===== config.mk =====
export PLATFORM = sky130hd
export DESIGN_NAME = checksummed_frame_parser
export DESIGN_NICKNAME = d
export VERILOG_FILES = /design/src/rtl/cfp_pkg.sv /design/src/rtl/cfp_parser_core.sv /design/src/rtl/checksummed_frame_parser.sv
export SDC_FILE = /design/constraint.sdc
export NUM_CORES = 1
export LEC_CHECK = 0
export BUFFER_PORTS_ARGS = -buffer_cell sky130_fd_sc_hd__buf_2
export CORE_MARGIN = 3
export CORE_UTILIZATION = 52
export DETAILED_ROUTE_END_ITERATION = 8
export PLACE_DENSITY = 0.76
export SLEW_MARGIN = 5
export SYNTH_ARGS = -nofsm -noshare
export SYNTH_HDL_FRONTEND = slang
export SYNTH_SLANG_ARGS = --single-unit

===== constraint.sdc =====
create_clock -name aclk -period 4.1 [get_ports aclk]
set_input_delay 0.41 -clock aclk [delete_from_list [all_inputs] [get_ports aclk]]
set_output_delay 0.41 -clock aclk [all_outputs]
set_load 0.02 [all_outputs]

===== src/rtl/cfp_pkg.sv =====
// ----------------------------------------------------------------------------
// cfp_pkg
// Shared codes and types for the checksummed frame parser.
// ----------------------------------------------------------------------------
package cfp_pkg;

    localparam logic [7:0] START_BYTE = 8'h3E;

    localparam int PHASE_W = 3;

    localparam logic [PHASE_W-1:0] PH_HUNT = 3'd0;
    localparam logic [PHASE_W-1:0] PH_CMD  = 3'd1;
    localparam logic [PHASE_W-1:0] PH_LEN  = 3'd2;
    localparam logic [PHASE_W-1:0] PH_HCHK = 3'd3;
    localparam logic [PHASE_W-1:0] PH_BODY = 3'd4;
    localparam logic [PHASE_W-1:0] PH_DCHK = 3'd5;

    localparam logic [1:0] ST_OK       = 2'd0;
    localparam logic [1:0] ST_HDR_ERR  = 2'd1;
    localparam logic [1:0] ST_BODY_ERR = 2'd2;

    typedef struct packed {
        logic       frame_end;
        logic [7:0] payload_byte;
        logic [7:0] payload_index;
        logic [7:0] command_code;
        logic [7:0] payload_length;
        logic [1:0] frame_status;
    } cfp_result_t;

endpackage


===== src/rtl/cfp_parser_core.sv =====
// ----------------------------------------------------------------------------
// cfp_parser_core
// Frame parse state and per-byte step logic: header capture, checksum
// checks and payload pass-through.
// ----------------------------------------------------------------------------
module cfp_parser_core
    import cfp_pkg::*;
(
    input  logic        aclk,
    input  logic        aresetn,
    input  logic        step_en,
    input  logic [7:0]  rx_byte,
    output logic        res_valid,
    output cfp_result_t res
);

    logic [PHASE_W-1:0] phase_reg, phase_next;
    logic [7:0]         held_command_reg, held_command_next;
    logic [7:0]         held_length_reg, held_length_next;
    logic [7:0]         body_count_reg, body_count_next;
    logic [7:0]         running_sum_reg, running_sum_next;
    logic [7:0]         hdr_sum;
    logic [7:0]         count_inc;

    assign hdr_sum   = held_command_reg + held_length_reg;
    assign count_inc = body_count_reg + 8'd1;

    always_comb begin
        phase_next        = phase_reg;
        held_command_next = held_command_reg;
        held_length_next  = held_length_reg;
        body_count_next   = body_count_reg;
        running_sum_next  = running_sum_reg;
        res_valid         = 1'b0;
        res.frame_end      = 1'b0;
        res.payload_byte   = 8'd0;
        res.payload_index  = 8'd0;
        res.command_code   = held_command_reg;
        res.payload_length = held_length_reg;
        res.frame_status   = ST_OK;
        case (phase_reg)
            PH_CMD: begin
                held_command_next = rx_byte;
                phase_next        = PH_LEN;
            end
            PH_LEN: begin
                held_length_next = rx_byte;
                phase_next       = PH_HCHK;
            end
            PH_HCHK: begin
                if (rx_byte != hdr_sum) begin
                    res_valid        = 1'b1;
                    res.frame_end    = 1'b1;
                    res.frame_status = ST_HDR_ERR;
                    phase_next       = PH_HUNT;
                end else begin
                    body_count_next  = 8'd0;
                    running_sum_next = 8'd0;
                    phase_next = (held_length_reg == 8'd0) ? PH_DCHK : PH_BODY;
                end
            end
            PH_BODY: begin
                res_valid         = 1'b1;
                res.payload_byte  = rx_byte;
                res.payload_index = body_count_reg;
                running_sum_next  = running_sum_reg + rx_byte;
                body_count_next   = count_inc;
                if (count_inc == held_length_reg) begin
                    phase_next = PH_DCHK;
                end
            end
            PH_DCHK: begin
                res_valid        = 1'b1;
                res.frame_end    = 1'b1;
                res.frame_status = (rx_byte == running_sum_reg) ? ST_OK : ST_BODY_ERR;
                phase_next       = PH_HUNT;
            end
            default: begin
                phase_next = (rx_byte == START_BYTE) ? PH_CMD : PH_HUNT;
            end
        endcase
    end

    always_ff @(posedge aclk) begin
        if (!aresetn) begin
            phase_reg        <= PH_HUNT;
            held_command_reg <= 8'd0;
            held_length_reg  <= 8'd0;
            body_count_reg   <= 8'd0;
            running_sum_reg  <= 8'd0;
        end else if (step_en) begin
            phase_reg        <= phase_next;
            held_command_reg <= held_command_next;
            held_length_reg  <= held_length_next;
            body_count_reg   <= body_count_next;
            running_sum_reg  <= running_sum_next;
        end
    end

    a_body_len_nonzero: assert property (@(posedge aclk) disable iff (!aresetn)
        (phase_reg == PH_BODY) |-> (held_length_reg != 8'd0))
        else $error("payload phase with zero length");

    a_body_count_bound: assert property (@(posedge aclk) disable iff (!aresetn)
        (phase_reg == PH_BODY) |-> (body_count_reg < held_length_reg))
        else $error("payload index past frame length");

    a_body_to_dchk: assert property (@(posedge aclk) disable iff (!aresetn)
        (step_en && phase_reg == PH_BODY && count_inc == held_length_reg)
        |=> (phase_reg == PH_DCHK))
        else $error("last payload byte did not move to body checksum");

endmodule


===== src/rtl/checksummed_frame_parser.sv =====
// ----------------------------------------------------------------------------
// checksummed_frame_parser
// Streaming parser for '>' cmd len hchk payload[len] bchk frames with
// 8-bit additive checksums.
// ----------------------------------------------------------------------------
// Usage:
//   Input channel s_valid/s_ready/s_rx_byte carries one received byte per
//   transaction. Output channel m_valid/m_ready/m_* carries zero or one
//   result per input byte: a payload byte with its index (m_frame_end = 0)
//   or a status transaction ending the frame (m_frame_end = 1, status
//   ok / header error / body error).
//   Path: an accepted byte is held in the input register, then the parse
//   step registers its result into the result register.
//   Throughput: one byte per cycle while the receiver does not stall; the
//   parse step is combinational between the input and result registers.
//   Reset (aresetn low, synchronous) empties both registers and returns
//   the parser to hunting for the start byte.
//   When the receiver stalls, the pending result holds in the result
//   register and one further byte waits in the input register; s_ready
//   drops only while both are occupied.
// ----------------------------------------------------------------------------
module checksummed_frame_parser
    import cfp_pkg::*;
(
    input  logic        aclk,
    input  logic        aresetn,
    input  logic        s_valid,
    output logic        s_ready,
    input  logic [7:0]  s_rx_byte,
    output logic        m_valid,
    input  logic        m_ready,
    output logic        m_frame_end,
    output logic [7:0]  m_payload_byte,
    output logic [7:0]  m_payload_index,
    output logic [7:0]  m_command_code,
    output logic [7:0]  m_payload_length,
    output logic [1:0]  m_frame_status
);

    logic        in_valid_reg;
    logic [7:0]  in_byte_reg;
    logic        out_valid_reg;
    cfp_result_t out_reg;
    logic        advance;
    logic        res_valid;
    cfp_result_t res;

    assign advance = in_valid_reg && (!out_valid_reg || m_ready);
    assign s_ready = !in_valid_reg || advance;

    cfp_parser_core u_core (
        .aclk      (aclk),
        .aresetn   (aresetn),
        .step_en   (advance),
        .rx_byte   (in_byte_reg),
        .res_valid (res_valid),
        .res       (res)
    );

    always_ff @(posedge aclk) begin
        if (!aresetn) begin
            in_valid_reg <= 1'b0;
        end else if (s_valid && s_ready) begin
            in_valid_reg <= 1'b1;
        end else if (advance) begin
            in_valid_reg <= 1'b0;
        end
    end

    always_ff @(posedge aclk) begin
        if (s_valid && s_ready) begin
            in_byte_reg <= s_rx_byte;
        end
    end

    always_ff @(posedge aclk) begin
        if (!aresetn) begin
            out_valid_reg <= 1'b0;
        end else if (advance && res_valid) begin
            out_valid_reg <= 1'b1;
        end else if (m_ready) begin
            out_valid_reg <= 1'b0;
        end
    end

    always_ff @(posedge aclk) begin
        if (advance && res_valid) begin
            out_reg <= res;
        end
    end

    assign m_valid          = out_valid_reg;
    assign m_frame_end      = out_reg.frame_end;
    assign m_payload_byte   = out_reg.payload_byte;
    assign m_payload_index  = out_reg.payload_index;
    assign m_command_code   = out_reg.command_code;
    assign m_payload_length = out_reg.payload_length;
    assign m_frame_status   = out_reg.frame_status;

    a_result_loaded: assert property (@(posedge aclk) disable iff (!aresetn)
        (advance && res_valid) |=> out_valid_reg)
        else $error("produced result not registered");

    a_empty_accepts: assert property (@(posedge aclk) disable iff (!aresetn)
        (!in_valid_reg) |-> s_ready)
        else $error("input register empty but not ready");

    a_payload_status_ok: assert property (@(posedge aclk) disable iff (!aresetn)
        (out_valid_reg && !out_reg.frame_end) |-> (out_reg.frame_status == ST_OK))
        else $error("payload transaction with nonzero status");

endmodule


==> run summary <==
The tools report the remaining antenna violation count after routing as 0. Detailed routing inserted a total of 2882 vias. For the first-pass GRT wire length, the log shows 13.9 mm. The die is 92.3 µm tall. The origin of the worst setup path is u_core.held_length_reg[0]$_SDFFE_PN0P_. Iteration count of the initial detailed-routing pass: 4. Global routing finished with a remaining overflow of 0. After detailed routing, the average wire length per cell comes to 16.7 µm.

The clock network accounts for 40.3% of the total power. The run gives 0 as the number of antenna violations at the first check in global routing. The required arrival time at the worst endpoint was 4.16 ns; the total number of placement rows was 30. Counting every net in the synthesized netlist gives 390. For this design the total switching power over the nets is 335 µW. At the later pin of the worst-skew pair, clock insertion delay measures 0.35 ns. The logs give 9 for the number of buffers added by the clock tree synthesis step and 8520 µm² for the overall die area. The actual transition at the worst max-transition pin was 0.881 ns.

In the synthesized netlist the async set-or-reset flop fraction comes to 0%. For the internal power consumption, the log shows 1.21 mW. After detailed routing, the number of vias per cell comes to 5.71. The placed instances occupy a cell area of 4200 µm². The power density over cell area came out at 350 nW/µm². For the final routed database, the setup TNS stands at 0 ns. The summed instance area of the synthesized netlist was 3870 µm².

The final layout contains routed wiring with a total length of 8.43 mm. In this run the worst path has a maximum fanout of 20. The clock tree synthesis step divided the H-tree into 3 levels.

Most common library cell in the layout ignoring fill and taps: sky130_fd_sc_hd__buf_2. Among all flip-flop cells after synthesis, the most frequent one is sky130_fd_sc_hd__edfxtp_1. In this run the most critical hold path is launched from s_rx_byte[4]. The tools report the total leakage power as 1.90 nW. Input and output buffers added on the ports amount to 48. In this run, flip-flops and latches consume 56.1% of the power.

After detailed routing, the number of remaining DRC violations is 0. Summing the sequential cell areas from Yosys gives 52.5% of the chip area. The share of cells above drive strength 1 was 17.6%.

VDD sags by at most 0.000214 V. A synthesized cell averages 10.8 µm². The flow ran to the end, and the final reports show no timing, DRC or antenna violations.

For the fill cell total of the finished layout, the log shows 594. Clock-pin slew was measured on the worst setup and hold paths at 0.08 ns. For the finished layout, the period the worst path requires is 3.46 ns. For this design, the slowest cell found on the critical path is sky130_fd_sc_hd__a311oi_1. The synthesized design contains 80 register bits. The startpoint identified for the worst register-to-register timing path is u_core.held_length_reg[0]$_SDFFE_PN0P_. The total count of hold-check failures in the final report is 0, and the violation count after the first detailed-route iteration is 237. The number of different library cells used by synthesis comes to 48. The combinational cell fraction of total power is 3.6%, and the hold-fix buffer count after cts is 0. For the count of inserted antenna diode cells, the log shows 0. The worst hold path belongs to the class in -> reg. The total routing usage reported by global routing is 21.2%. The floorplan step set the die width to 92.3 µm.

The clock root buffer was sky130_fd_sc_hd__clkbuf_8. Number of maximum-capacitance violations: 0. Setup repair after global routing left no endpoint under its margin. Static timing analysis puts the maximum clock frequency at 289 MHz.

The worst setup slack for register-to-register paths is 0.64 ns, and the post-route clock period utilization is 84.3%. Leaving out fill and tap cells, the most frequent cells in the layout are sky130_fd_sc_hd__buf_2 (48), sky130_fd_sc_hd__edfxtp_1 (43), sky130_fd_sc_hd__dfxtp_1 (37). TritonCTS built the clock tree. Data arrives at the worst endpoint at 3.52 ns. Starting density of the core: 55.2%. The tools report the category of the worst setup path capture point as a flop.

The logs give 0 for the number of post-CTS setup repair buffers and 2 for the number of buffers on the longest clock path. Final count of pins violating max slew: 0. Yosys mapped a number of flops with a built-in enable equal to 43. For this design the top-level I/O count stands at 49.

Between clock sinks in the finished design, the worst skew comes to 0.00705 ns. The logs give 0 for the count of warnings emitted by yosys and 0 for the number of resized instances in the post-cts repair step. Traced cell by cell, the critical path runs through ha_1, fa_1, a211oi_1, o21bai_1, a21oi_1, xnor2_1, a311oi_1, nor2_1, nor2_4, buf_12. The switching share of total power came out at 21.7%.

The HPWL after detailed placement is 5.79 mm. The count of mapped cells out of synthesis is 360, and the synthesis-to-finish area growth is 13.9%. The tree built by TritonCTS fans out to 80 sinks. STA classifies the critical path startpoint as a flop. The core region is 7020 µm². The critical path's largest stage delay is 0.53 ns.

The finished cells cover 4410 µm². The run gives 2750 as the number of global-route vias before repair. Headroom to the max-slew limit came out at 41.0%. For this run, the post-layout net count is 434. Entering global routing, the biggest net connects 29 pins. The congestion estimate from routability-driven global placement came to 0.875. The category of the critical setup timing path is reg -> reg. Setup violations remaining at the end of the flow were counted as 0.
## critical path: cells and delay by family (launching register included)
kind            cells  cell delay [ns]
xor+xnor            1             0.13
simple gates        2             0.58
fa+ha+maj           2             0.68
flops               1             0.36
buf+inv             1             0.23
compound gates      4             1.18
## logic make-up (layout without fill, tap and decap cells)
family	Yosys count	after routing	synth area share (%)
compound gates	63	63	10.6
xor+xnor	32	32	7.24
fa+ha+maj	18	18	6.21
buf+inv	23	72	2.46
flops	80	80	52.5
mux	17	17	4.40
simple gates	127	127	16.6
## layer usage
| metal | GRT usage, % | up-vias | routed length (µm) |
|---|---|---|---|
| li1 | - | 1417 | - |
| met1 | 28.7 | 1346 | 3780 |
| met2 | 32.5 | 103 | 3830 |
| met3 | 5.66 | 16 | 639 |
| met4 | 8.29 | 0 | 174 |
| met5 | 0 | - | 0 |
## metrics by stage
step | hold slack (ns) | instances | total power [mW] | worst slack [ns] | util (%)
final | 0.231 | 505 | 1.54 | 0.642 | 62.8
after CTS | 0.213 | 505 | 1.55 | 0.669 | 62.8
after detailed placement | 0.461 | 489 | 0.938 | 0.672 | 59.8
after global placement | 0.446 | 489 | 0.936 | 0.861 | 59.8
after floorplan | 0.434 | 360 | 0.914 | 0.124 | -
after global routing | 0.209 | 505 | 1.59 | 0.413 | 62.8
## path summary, 6_finish.rpt
path,to,cells after the start
worst min register to register,u_core.running_sum_reg[0]$_SDFFE_PN0P_,2
worst max-delay path,m_payload_index[6]$_SDFFCE_PN0P_,10
worst max register to register,m_payload_index[6]$_SDFFCE_PN0P_,10
worst min-delay path,in_byte_reg[4]$_DFFE_PP_,1
## cell usage after synthesis, types with 3 or more instances
library cell,instances,area share (%)
sky130_fd_sc_hd__edfxtp_1,43,33
sky130_fd_sc_hd__dfxtp_1,37,19
sky130_fd_sc_hd__nor2_1,36,3.5
sky130_fd_sc_hd__nand3_1,23,3.0
sky130_fd_sc_hd__xnor2_1,23,5.2
sky130_fd_sc_hd__mux2i_1,17,4.4
sky130_fd_sc_hd__nand2_1,17,1.6
sky130_fd_sc_hd__clkbuf_1,16,1.6
sky130_fd_sc_hd__ha_1,16,5.2
sky130_fd_sc_hd__o21ai_0,16,2.1
sky130_fd_sc_hd__and3_1,15,2.4
sky130_fd_sc_hd__a21oi_1,14,1.8
sky130_fd_sc_hd__o22ai_1,9,1.5
sky130_fd_sc_hd__xor2_1,9,2.0
sky130_fd_sc_hd__nand2b_1,6,0.97
sky130_fd_sc_hd__nor3_1,6,0.78
sky130_fd_sc_hd__nor4_1,5,0.81
sky130_fd_sc_hd__inv_1,4,0.39
sky130_fd_sc_hd__a21o_1,3,0.58
sky130_fd_sc_hd__and2_1,3,0.48
sky130_fd_sc_hd__nor2b_1,3,0.48
sky130_fd_sc_hd__o32ai_1,3,0.68
sky130_fd_sc_hd__or3_1,3,0.48
## power by group through the flow
| stage | combinational (mW) | clock (mW) | sequential [mW] |
|---|---|---|---|
| detailed placement | 0.0543 | 0 | 0.884 |
| global placement | 0.0528 | 0 | 0.883 |
| finish | 0.0551 | 0.621 | 0.865 |
| global route | 0.0612 | 0.664 | 0.866 |
| floorplan | 0.0428 | 0 | 0.871 |
| CTS | 0.0548 | 0.630 | 0.865 |
## cell type report
type                            count  area (µm²)  share of cell area, %
Timing Repair Buffer               51         275                   6.24
Clock buffer                        9         124                   2.81
Multi-Input combinational cell    257        1750                   39.7
Sequential cell                    80        2030                   46.1
Clock inverter                      7        86.3                   1.96
Inverter                            5        18.8                  0.426
Tap cell                           96         120                   2.72
Note: power is estimated with default switching activity, not from simulation.
